`src/sv/rmpi_pkg.sv`:
```
// Shared types, constants and codes for the recursive priority-inheritance mutex.
package rmpi_pkg;

  localparam int NUM_TASKS   = 16;
  localparam int PRIO_LEVELS = 32;
  localparam int MAX_WAITERS = 16;
  localparam int MAX_DEPTH   = 255;

  localparam int TASK_W  = $clog2(NUM_TASKS);
  localparam int PRIO_W  = $clog2(PRIO_LEVELS);
  localparam int DEPTH_W = 8;

  localparam logic [DEPTH_W-1:0] DEPTH_LIMIT =
    (MAX_DEPTH > 255) ? DEPTH_W'(255) : DEPTH_W'(MAX_DEPTH);
  localparam logic [PRIO_W-1:0] LOWEST_PRIO_RST = PRIO_W'(PRIO_LEVELS - 1);

  localparam int APB_ADDR_W = 3;
  localparam int APB_DATA_W = 32;

  typedef enum logic {
    REG_LOWEST_PRIO = 1'b0,
    REG_UNUSED      = 1'b1
  } reg_idx_e;

  typedef enum logic [1:0] {
    OP_LOCK    = 2'd0,
    OP_UNLOCK  = 2'd1,
    OP_TRYLOCK = 2'd2,
    OP_NONE    = 2'd3
  } opcode_e;

  typedef enum logic [2:0] {
    ST_GRANTED    = 3'd0,
    ST_QUEUED     = 3'd1,
    ST_BUSY       = 3'd2,
    ST_PARTIAL    = 3'd3,
    ST_RELEASED   = 3'd4,
    ST_NOT_OWNER  = 3'd5,
    ST_QUEUE_FULL = 3'd6,
    ST_DEPTH_OVF  = 3'd7
  } status_e;

  typedef enum logic [2:0] {
    S_IDLE,
    S_EXEC,
    S_POP,
    S_SCAN,
    S_FINISH
  } state_e;

  typedef struct packed {
    logic [1:0]        opcode;
    logic [TASK_W-1:0] requester_task;
    logic [PRIO_W-1:0] requester_prio;
  } req_t;

  typedef struct packed {
    logic [2:0]         status;
    logic               resume_valid;
    logic [TASK_W-1:0]  resume_task;
    logic               set_prio_valid;
    logic [TASK_W-1:0]  set_prio_task;
    logic [PRIO_W-1:0]  set_prio_value;
    logic [DEPTH_W-1:0] depth_out;
    logic [PRIO_W-1:0]  ceiling_out;
  } rsp_t;

  typedef struct packed {
    logic [TASK_W-1:0] tid;
    logic [PRIO_W-1:0] prio;
  } waiter_t;

  typedef struct packed {
    logic load;
    logic exec;
    logic pop;
    logic scan;
    logic finish;
  } ctrl_cmd_t;

  typedef struct packed {
    logic pop_req;
    logic scan_done;
  } dp_sts_t;

endpackage

```
`src/sv/rmpi_ctrl.sv`:
```
// Sequencer for request decode, waiter pop, ceiling rescan and result hand-off.
module rmpi_ctrl (
  input  logic                clk_i,
  input  logic                rst_ni,
  input  logic                in_valid_i,
  output logic                in_ready_o,
  output logic                out_valid_o,
  input  logic                out_ready_i,
  input  rmpi_pkg::dp_sts_t   sts_i,
  output rmpi_pkg::ctrl_cmd_t cmd_o
);

  rmpi_pkg::state_e state_q, state_d;
  logic             out_valid_q, out_valid_d;
  logic             out_free;

  assign out_free = !out_valid_q || out_ready_i;

  always_comb begin
    state_d = state_q;
    case (state_q)
      rmpi_pkg::S_IDLE: begin
        if (in_valid_i) state_d = rmpi_pkg::S_EXEC;
      end
      rmpi_pkg::S_EXEC: begin
        state_d = sts_i.pop_req ? rmpi_pkg::S_POP : rmpi_pkg::S_FINISH;
      end
      rmpi_pkg::S_POP: begin
        state_d = rmpi_pkg::S_SCAN;
      end
      rmpi_pkg::S_SCAN: begin
        if (sts_i.scan_done) state_d = rmpi_pkg::S_FINISH;
      end
      rmpi_pkg::S_FINISH: begin
        if (out_free) state_d = rmpi_pkg::S_IDLE;
      end
      default: state_d = rmpi_pkg::S_IDLE;
    endcase
  end

  always_comb begin
    cmd_o       = '0;
    in_ready_o  = 1'b0;
    out_valid_d = out_valid_q && !out_ready_i;
    case (state_q)
      rmpi_pkg::S_IDLE: begin
        in_ready_o = 1'b1;
        cmd_o.load = in_valid_i;
      end
      rmpi_pkg::S_EXEC: cmd_o.exec = 1'b1;
      rmpi_pkg::S_POP:  cmd_o.pop  = 1'b1;
      rmpi_pkg::S_SCAN: cmd_o.scan = 1'b1;
      rmpi_pkg::S_FINISH: begin
        cmd_o.finish = out_free;
        if (out_free) out_valid_d = 1'b1;
      end
      default: ;
    endcase
  end

  always_ff @(posedge clk_i or negedge rst_ni) begin
    if (!rst_ni) begin
      state_q     <= rmpi_pkg::S_IDLE;
      out_valid_q <= 1'b0;
    end else begin
      state_q     <= state_d;
      out_valid_q <= out_valid_d;
    end
  end

  assign out_valid_o = out_valid_q;

endmodule

```
`src/sv/rmpi_dp.sv`:
```
// Mutex state, waiter ring memory, ceiling rescan and result register.
module rmpi_dp #(
  parameter int MAX_WAITERS = rmpi_pkg::MAX_WAITERS
) (
  input  logic                        clk_i,
  input  logic                        rst_ni,
  input  rmpi_pkg::ctrl_cmd_t         cmd_i,
  output rmpi_pkg::dp_sts_t           sts_o,
  input  rmpi_pkg::req_t              in_req_i,
  input  logic [rmpi_pkg::PRIO_W-1:0] lowest_prio_i,
  output rmpi_pkg::rsp_t              rsp_o
);

  localparam int PTR_W = (MAX_WAITERS > 1) ? $clog2(MAX_WAITERS) : 1;
  localparam int CNT_W = $clog2(MAX_WAITERS + 1);
  localparam logic [PTR_W-1:0] LAST_PTR = PTR_W'(MAX_WAITERS - 1);
  localparam logic [CNT_W-1:0] FULL_CNT = CNT_W'(MAX_WAITERS);

  function automatic logic [PTR_W-1:0] ring_next(input logic [PTR_W-1:0] p);
    return (p == LAST_PTR) ? '0 : p + PTR_W'(1);
  endfunction

  rmpi_pkg::req_t                  req_q;
  logic                            owner_valid_q;
  logic [rmpi_pkg::TASK_W-1:0]     owner_task_q;
  logic [rmpi_pkg::PRIO_W-1:0]     owner_prio_q;
  logic [rmpi_pkg::DEPTH_W-1:0]    depth_q;
  logic [rmpi_pkg::PRIO_W-1:0]     ceiling_q;
  logic [PTR_W-1:0]                head_q, tail_q, idx_q;
  logic [CNT_W-1:0]                count_q, rem_q;
  logic                            cmp_v_q;
  logic [rmpi_pkg::PRIO_W-1:0]     best_q;
  rmpi_pkg::waiter_t               mem [MAX_WAITERS];
  rmpi_pkg::waiter_t               rd_q;

  rmpi_pkg::status_e               status_q;
  logic                            rv_q, sv_q;
  logic [rmpi_pkg::TASK_W-1:0]     rt_q, st_q;
  logic [rmpi_pkg::PRIO_W-1:0]     sp_q;
  rmpi_pkg::rsp_t                  out_q;

  // request evaluation
  logic                            own_free, own_same, at_limit, q_full;
  logic [rmpi_pkg::PRIO_W-1:0]     min_ceil;
  logic [rmpi_pkg::DEPTH_W-1:0]    dep_dec;
  rmpi_pkg::status_e               ex_status;
  logic                            ex_grant_new, ex_nest, ex_enq, ex_partial, ex_release;
  logic                            ex_sv;
  logic [rmpi_pkg::TASK_W-1:0]     ex_st;
  logic [rmpi_pkg::PRIO_W-1:0]     ex_sp;
  logic                            ex_pop;
  logic                            rd_en;
  logic [PTR_W-1:0]                rd_addr;

  assign own_free = !owner_valid_q;
  assign own_same = owner_task_q == req_q.requester_task;
  assign at_limit = depth_q >= rmpi_pkg::DEPTH_LIMIT;
  assign q_full   = count_q == FULL_CNT;
  assign min_ceil = (req_q.requester_prio < ceiling_q) ? req_q.requester_prio : ceiling_q;
  assign dep_dec  = (depth_q != '0) ? depth_q - rmpi_pkg::DEPTH_W'(1) : depth_q;

  always_comb begin
    ex_status    = rmpi_pkg::ST_BUSY;
    ex_grant_new = 1'b0;
    ex_nest      = 1'b0;
    ex_enq       = 1'b0;
    ex_partial   = 1'b0;
    ex_release   = 1'b0;
    ex_sv        = 1'b0;
    ex_st        = '0;
    ex_sp        = '0;
    ex_pop       = 1'b0;
    case (rmpi_pkg::opcode_e'(req_q.opcode))
      rmpi_pkg::OP_LOCK, rmpi_pkg::OP_TRYLOCK: begin
        if (own_free) begin
          ex_grant_new = 1'b1;
          ex_status    = rmpi_pkg::ST_GRANTED;
        end else if (own_same) begin
          if (at_limit) begin
            ex_status = rmpi_pkg::ST_DEPTH_OVF;
          end else begin
            ex_nest   = 1'b1;
            ex_status = rmpi_pkg::ST_GRANTED;
          end
        end else if (req_q.opcode == rmpi_pkg::OP_LOCK) begin
          if (q_full) begin
            ex_status = rmpi_pkg::ST_QUEUE_FULL;
          end else begin
            ex_enq    = 1'b1;
            ex_status = rmpi_pkg::ST_QUEUED;
            if (owner_prio_q > min_ceil) begin
              ex_sv = 1'b1;
              ex_st = owner_task_q;
              ex_sp = min_ceil;
            end
          end
        end
      end
      rmpi_pkg::OP_UNLOCK: begin
        if (own_free || !own_same) begin
          ex_status = rmpi_pkg::ST_NOT_OWNER;
        end else if (dep_dec != '0) begin
          ex_partial = 1'b1;
          ex_status  = rmpi_pkg::ST_PARTIAL;
        end else begin
          ex_release = 1'b1;
          ex_status  = rmpi_pkg::ST_RELEASED;
          ex_pop     = count_q != '0;
          if (req_q.requester_prio != ceiling_q) begin
            ex_sv = 1'b1;
            ex_st = req_q.requester_task;
            ex_sp = req_q.requester_prio;
          end
        end
      end
      default: ;
    endcase
  end

  assign sts_o.pop_req   = ex_pop;
  assign sts_o.scan_done = (rem_q == '0) && !cmp_v_q;

  assign rd_en   = cmd_i.exec || (cmd_i.scan && rem_q != '0);
  assign rd_addr = cmd_i.exec ? head_q : idx_q;

  always_ff @(posedge clk_i) begin
    if (cmd_i.exec && ex_enq) begin
      mem[tail_q] <= '{tid: req_q.requester_task, prio: req_q.requester_prio};
    end
    if (rd_en) begin
      rd_q <= mem[rd_addr];
    end
  end

  always_ff @(posedge clk_i) begin
    if (cmd_i.load) req_q <= in_req_i;
    if (cmd_i.exec) begin
      status_q <= ex_status;
      rv_q     <= ex_pop;
      rt_q     <= '0;
      sv_q     <= ex_sv;
      st_q     <= ex_st;
      sp_q     <= ex_sp;
    end
    if (cmd_i.pop) begin
      rt_q   <= rd_q.tid;
      idx_q  <= ring_next(head_q);
      rem_q  <= count_q - CNT_W'(1);
      best_q <= lowest_prio_i;
    end
    if (cmd_i.scan) begin
      if (rem_q != '0) begin
        idx_q <= ring_next(idx_q);
        rem_q <= rem_q - CNT_W'(1);
      end
      if (cmp_v_q && rd_q.prio < best_q) best_q <= rd_q.prio;
    end
    if (cmd_i.finish) begin
      out_q <= '{status:         status_q,
                 resume_valid:   rv_q,
                 resume_task:    rt_q,
                 set_prio_valid: sv_q,
                 set_prio_task:  st_q,
                 set_prio_value: sp_q,
                 depth_out:      depth_q,
                 ceiling_out:    ceiling_q};
    end
  end

  always_ff @(posedge clk_i or negedge rst_ni) begin
    if (!rst_ni) begin
      owner_valid_q <= 1'b0;
      owner_task_q  <= '0;
      owner_prio_q  <= '0;
      depth_q       <= '0;
      ceiling_q     <= rmpi_pkg::LOWEST_PRIO_RST;
      head_q        <= '0;
      tail_q        <= '0;
      count_q       <= '0;
      cmp_v_q       <= 1'b0;
    end else begin
      if (cmd_i.exec) begin
        if (ex_grant_new) begin
          owner_valid_q <= 1'b1;
          owner_task_q  <= req_q.requester_task;
          owner_prio_q  <= req_q.requester_prio;
          depth_q       <= rmpi_pkg::DEPTH_W'(1);
        end
        if (ex_nest) depth_q <= depth_q + rmpi_pkg::DEPTH_W'(1);
        if (ex_partial) depth_q <= dep_dec;
        if (ex_release) begin
          owner_valid_q <= 1'b0;
          depth_q       <= '0;
        end
        if (ex_enq) begin
          tail_q    <= ring_next(tail_q);
          count_q   <= count_q + CNT_W'(1);
          ceiling_q <= min_ceil;
        end
      end
      if (cmd_i.pop) begin
        head_q  <= ring_next(head_q);
        count_q <= count_q - CNT_W'(1);
        cmp_v_q <= 1'b0;
      end
      if (cmd_i.scan) begin
        cmp_v_q <= rem_q != '0;
        if (rem_q == '0 && !cmp_v_q) ceiling_q <= best_q;
      end
    end
  end

  assign rsp_o = out_q;

endmodule

```
`src/sv/recursive_mutex_priority_inherit.sv`:
```
// Top level of the recursive mutex with FIFO waiters and priority inheritance.
//
// Requests (lock, unlock, try lock with task id and base priority) enter on
// the in_valid_i / in_ready_o channel; exactly one result per request leaves
// on out_valid_o / out_ready_i. The lowest_priority register sits at APB
// address 0; pready is tied high.
//
// Each request passes through the S_EXEC and S_FINISH states before its result
// is registered. A full release that pops a waiter adds the S_POP state and the
// ceiling rescan (S_SCAN), which reads the waiter memory one entry per cycle.
// in_ready_o is high only while no request is in flight, so a new request is
// taken once the previous result has been loaded into the output register.
//
// A stalled receiver holds the result in the output register; the next
// request is still accepted and processed, and waits for the output register
// to free before its result is loaded.
//
// Reset frees the mutex, empties the wait queue and sets the ceiling and
// lowest_priority to 31. The waiter memory is not cleared.
module recursive_mutex_priority_inherit #(
  parameter int MAX_WAITERS = rmpi_pkg::MAX_WAITERS
) (
  input  logic                              clk_i,
  input  logic                              rst_ni,
  input  logic                              in_valid_i,
  output logic                              in_ready_o,
  input  rmpi_pkg::req_t                    in_req_i,
  output logic                              out_valid_o,
  input  logic                              out_ready_i,
  output rmpi_pkg::rsp_t                    out_rsp_o,
  input  logic                              psel,
  input  logic                              penable,
  input  logic                              pwrite,
  input  logic [rmpi_pkg::APB_ADDR_W-1:0]   paddr,
  input  logic [rmpi_pkg::APB_DATA_W-1:0]   pwdata,
  output logic [rmpi_pkg::APB_DATA_W-1:0]   prdata,
  output logic                              pready
);

  logic [rmpi_pkg::PRIO_W-1:0] lowest_prio_q;
  logic                        reg_sel;
  rmpi_pkg::ctrl_cmd_t         cmd;
  rmpi_pkg::dp_sts_t           sts;

  assign pready  = 1'b1;
  assign reg_sel = rmpi_pkg::reg_idx_e'(paddr[2]) == rmpi_pkg::REG_LOWEST_PRIO;

  always_ff @(posedge clk_i or negedge rst_ni) begin
    if (!rst_ni) begin
      lowest_prio_q <= rmpi_pkg::LOWEST_PRIO_RST;
    end else if (psel && penable && pwrite && pready && reg_sel) begin
      lowest_prio_q <= pwdata[rmpi_pkg::PRIO_W-1:0];
    end
  end

  always_comb begin
    prdata = '0;
    if (reg_sel) prdata = rmpi_pkg::APB_DATA_W'(lowest_prio_q);
  end

  rmpi_ctrl u_ctrl (
    .clk_i       (clk_i),
    .rst_ni      (rst_ni),
    .in_valid_i  (in_valid_i),
    .in_ready_o  (in_ready_o),
    .out_valid_o (out_valid_o),
    .out_ready_i (out_ready_i),
    .sts_i       (sts),
    .cmd_o       (cmd)
  );

  rmpi_dp #(
    .MAX_WAITERS (MAX_WAITERS)
  ) u_dp (
    .clk_i         (clk_i),
    .rst_ni        (rst_ni),
    .cmd_i         (cmd),
    .sts_o         (sts),
    .in_req_i      (in_req_i),
    .lowest_prio_i (lowest_prio_q),
    .rsp_o         (out_rsp_o)
  );

endmodule

```
`config.mk`:
```
export PLATFORM = sky130hd
export DESIGN_NAME = recursive_mutex_priority_inherit
export DESIGN_NICKNAME = d
export VERILOG_FILES = /design/src/sv/rmpi_pkg.sv /design/src/sv/rmpi_ctrl.sv /design/src/sv/rmpi_dp.sv /design/src/sv/recursive_mutex_priority_inherit.sv
export SDC_FILE = /design/constraint.sdc
export NUM_CORES = 1
export LEC_CHECK = 0
export BUFFER_PORTS_ARGS = -buffer_cell sky130_fd_sc_hd__buf_2
export CAP_MARGIN = 20
export CORE_MARGIN = 3
export CORE_UTILIZATION = 40
export DETAILED_ROUTE_END_ITERATION = 8
export PLACE_DENSITY = 0.61
export SLEW_MARGIN = 20
export SYNTH_ARGS = -nofsm -noshare
export SYNTH_HDL_FRONTEND = slang
export SYNTH_SLANG_ARGS = --single-unit
```
`constraint.sdc`:
```
create_clock -name clk_i -period 5.25 [get_ports clk_i]
set_input_delay 0.7875 -clock clk_i [delete_from_list [all_inputs] [get_ports clk_i]]
set_output_delay 0.7875 -clock clk_i [all_outputs]
set_load 0.1 [all_outputs]
```
==> out/metrics.yaml <==
startpoint_type: "flip-flop"
cp_max_fo: 11
grt_pass1_wl_um: 42300
worstSetupEndpointType: "flip-flop"
grt_usage: 0.157
cts_max_level: 1
grt_start_max_net_pins: 73
cts_buffer_depth: 3
synth-adder-area-share: 0.0242
setup_viol: 0
dpl.hpwl_um: 16700
critical_path.top_delay_family: "compound AO/OA/AOI/OAI gates"
netSwitchingFraction: 0.372
cts_tree: "built"
yosysSeqAreaShare: 0.633
critical_path_required_ns: 5.55
cp_data_arrival_time_ns: 4.79
drc_errors: 0
critPathBufInv: 1
dr.first_iter.drc_count: 663
worstSetupPathType: "flip-flop to flip-flop"
synth_cell_types: 75
p_leak_nw: 5.12
post-route-period-util: 0.855
finalHoldViolCount: 0
pwr-share-comb: 0.307
synth_edf_count: 213
synthFlopType: "edfxtp_1"
nFillCells: 2713
slowest_delay_ns: 0.61
rows: 63
gp_congestion: 0.845
viasPerCell: 5.39
final_nets: 1141
max_cap_viol_count: 0
synthArstFlopShare: 0.168
hp-class: "input pin to async pin"
p_int_w: 0.00451
post_cts_buffers: 0
yosys.area_share.simple: 0.135
power-per-cell-area_nw_per_um2: 516
drtAntennaViolNets: 0
clk_pin_slew_ns: 0.07
synth_xor_area_frac: 0.0141
total_power_w: 0.00718
hold_buffers: 0
reg2reg_from: "u_dp.ceiling_q[2]$_DFF_PN1_"
r2r_end: "u_dp.sp_q[2]$_DFFE_PP_"
io-pin-count: 119
portBuffers: 61
overflow: 0
worst_pin_slew_ns: 0.865
run_status: "completed"
worst_clock_skew_ns: 0.0197
synth_compound_area_frac: 0.121
floorplan.initialDensity: 0.412
rsz0062_at_grt: "false"
period_needed_ns: 4.49
max-vdd-ir-drop_mv: 0.283
antenna_found_initial: 1
p_sw_w: 0.00267
fin_tns_setup_ns: 0
crit_top_cell: "a21oi_1"
syn_area_per_cell_um2: 12.3
die_area_um2: 33100
relSlewSlack: 0.421
worstSetupPathDepth: 13
r2r_slack_ns: 0.76
cts_resized: 0
crit_end: "u_dp.sp_q[2]$_DFFE_PP_"
drt_wl_total_um: 26600
clock_latency_ns: 0.55
cts-root-buf: "clkbuf_16"
die_w_um: 182
area_growth_pct: 12.3
cts.sinks: 273
hold_ws_ns: 0.345
yosys_warnings: 0
grt_pass1_vias: 7725
syn_inst: 1010
via_count: 7954
reg2reg_depth: 13
clock_power_share: 0.271
slowest_stage: "nor2_1"
drive_gt1_frac: 0.161
crit_start: "u_dp.ceiling_q[2]$_DFF_PN1_"
fmax_mhz: 223
seqPwrFrac: 0.422
num_antenna_cells: 0
synth.cell_area_um2: 12400
wl_per_cell_um: 18.0
die-height_um: 182
cts_buffers: 29
yosys_register_bits: 273
placeableCoreArea_um2: 30100
maxSlewViolCount: 0
synthMuxAreaShare: 0.0273
drt_pass1_iterations: 5
synth_top_family_by_area: "simple AND/OR/NAND/NOR gates"
crit_chain: "inv_1, ha_1, a21oi_1, o21ai_2, nor2_1, mux2i_1, ha_1, a21oi_1, a21oi_1, or3_1, a41o_1, o211a_1, a221o_1"
-- registers in the layout, summed over array words and instances, names as in the netlist, 3 cells and up --
| signal | cells |
|---|---|
| u_dp.mem | 144 |
| u_dp.st_q | 4 |
| u_dp.tail_q | 4 |
| u_dp.owner_task_q | 4 |
| u_ctrl.state_q | 3 |
| u_dp.rt_q | 4 |
| u_dp.sp_q | 5 |
| u_dp.count_q | 5 |
| u_dp.head_q | 4 |
| u_dp.rd_q | 9 |
| u_dp.idx_q | 4 |
| u_dp.best_q | 5 |
| u_dp.status_q | 3 |
| u_dp.depth_q | 8 |
| u_dp.req_q | 11 |
| u_dp.rsp_o | 31 |
| u_dp.rem_q | 5 |
| u_dp.ceiling_q | 5 |
| u_dp.owner_prio_q | 5 |
| lowest_prio_q | 5 |
-- logic make-up after synthesis --
kind of cell / after synthesis
DFF: 273
other: 2
and+or+nand+nor: 329
muxes: 30
xor gates and xnor gates: 20
adders and majority gates: 24
AOI/OAI and AO/OA: 222
buffers and inverters: 110
-- layout make-up --
type	instances	area (µm²)	share of cell area
sequential	273	7840	0.563
multi-input combinational	653	4120	0.296
clock buffer	41	801	0.0575
tap	390	488	0.0351
timing repair buffer	78	445	0.0320
clock inverter	13	109	0.00782
inverter	29	109	0.00782
-- cells in the mapped netlist (3+ instances only) --
| master | instances | area, µm² |
|---|---|---|
| xor2_1 | 3 | 26.3 |
| o21ai_0 | 31 | 155 |
| mux2_2 | 20 | 225 |
| or3_1 | 3 | 18.8 |
| nor2_1 | 47 | 176 |
| edfxtp_1 | 213 | 6400 |
| inv_1 | 28 | 105 |
| nand2_1 | 132 | 495 |
| nand2b_1 | 7 | 43.8 |
| a31oi_1 | 25 | 156 |
| dfxtp_1 | 14 | 280 |
| and2_1 | 27 | 169 |
| a22o_1 | 7 | 61.3 |
| o22ai_1 | 3 | 18.8 |
| buf_2 | 24 | 120 |
| nor2b_1 | 8 | 50.1 |
| a311oi_1 | 19 | 166 |
| nor3b_1 | 3 | 22.5 |
| nor3_1 | 16 | 80.1 |
| a211oi_1 | 46 | 345 |
| mux2i_1 | 7 | 70.1 |
| nand3_1 | 16 | 80.1 |
| xnor2_1 | 17 | 149 |
| dfstp_2 | 10 | 263 |
| and4_1 | 6 | 52.6 |
| a21oi_1 | 51 | 255 |
| clkbuf_1 | 26 | 97.6 |
| a21o_1 | 10 | 75.1 |
| and3_1 | 8 | 50.1 |
| and2_0 | 29 | 181 |
| buf_4 | 28 | 210 |
| ha_1 | 24 | 300 |
| dfrtp_1 | 36 | 901 |
| nor4_1 | 6 | 37.5 |
| o31ai_1 | 4 | 30.0 |
-- metrics by stage --
stage	worst slack, ns	util	instances	area (µm²)
after floorplan	1.54	-	1036	12500
after global placement	0.929	0.432	1422	13000
after detailed placement	0.805	0.432	1422	13000
after CTS	0.780	0.462	1476	13900
after global routing	0.449	0.462	1477	13900
final	0.763	0.462	1477	13900
-- layout by cell type, fill, tap and decap left out, types with 17 or more instances in the layout --
cell type	count
a31oi_1	25
o21ai_0	31
and2_0	29
a211oi_1	46
dfrtp_1	36
buf_2	61
edfxtp_1	213
and2_1	27
clkbuf_16	29
conb_1	28
nand2_1	132
a21oi_1	50
xnor2_1	17
ha_1	24
mux2_2	20
nor2_1	47
a311oi_1	19
inv_1	28
-- power groups by stage --
stage,registers (W),clock network [W],logic [W]
after global routing,0.00307,0.00208,0.00242
final,0.00303,0.00194,0.00221
after floorplan,0.00339,0,0.00138
after global placement,0.00306,0,0.00218
after detailed placement,0.00307,0,0.00221
after CTS,0.00303,0.00200,0.00221
-- metal layers --
layer	share of wire	track usage	routed length, µm	up-vias
met5	0	0	0	-
met4	0.021	0.0347	564	0
met3	0.045	0.0210	1210	37
met2	0.46	0.258	12300	197
met1	0.47	0.225	12500	3920
li1	-	-	-	3800
-- worst min path at each step --
stage	from	to	cells past startpoint
global placement	u_dp.st_q[1]$_DFFE_PP_	u_dp.rsp_o[19]$_DFFE_PP_	0
floorplan	u_dp.sp_q[0]$_DFFE_PP_	u_dp.rsp_o[13]$_DFFE_PP_	0
detailed placement	u_dp.sp_q[3]$_DFFE_PP_	u_dp.rsp_o[16]$_DFFE_PP_	0
finish	rst_ni	u_dp.depth_q[7]$_DFFE_PN0P_	2
global route	in_req_i[5]	u_dp.req_q[5]$_DFFE_PP_	1
CTS	rst_ni	u_dp.depth_q[7]$_DFFE_PN0P_	2
Note: power is estimated with default switching activity, not from simulation.
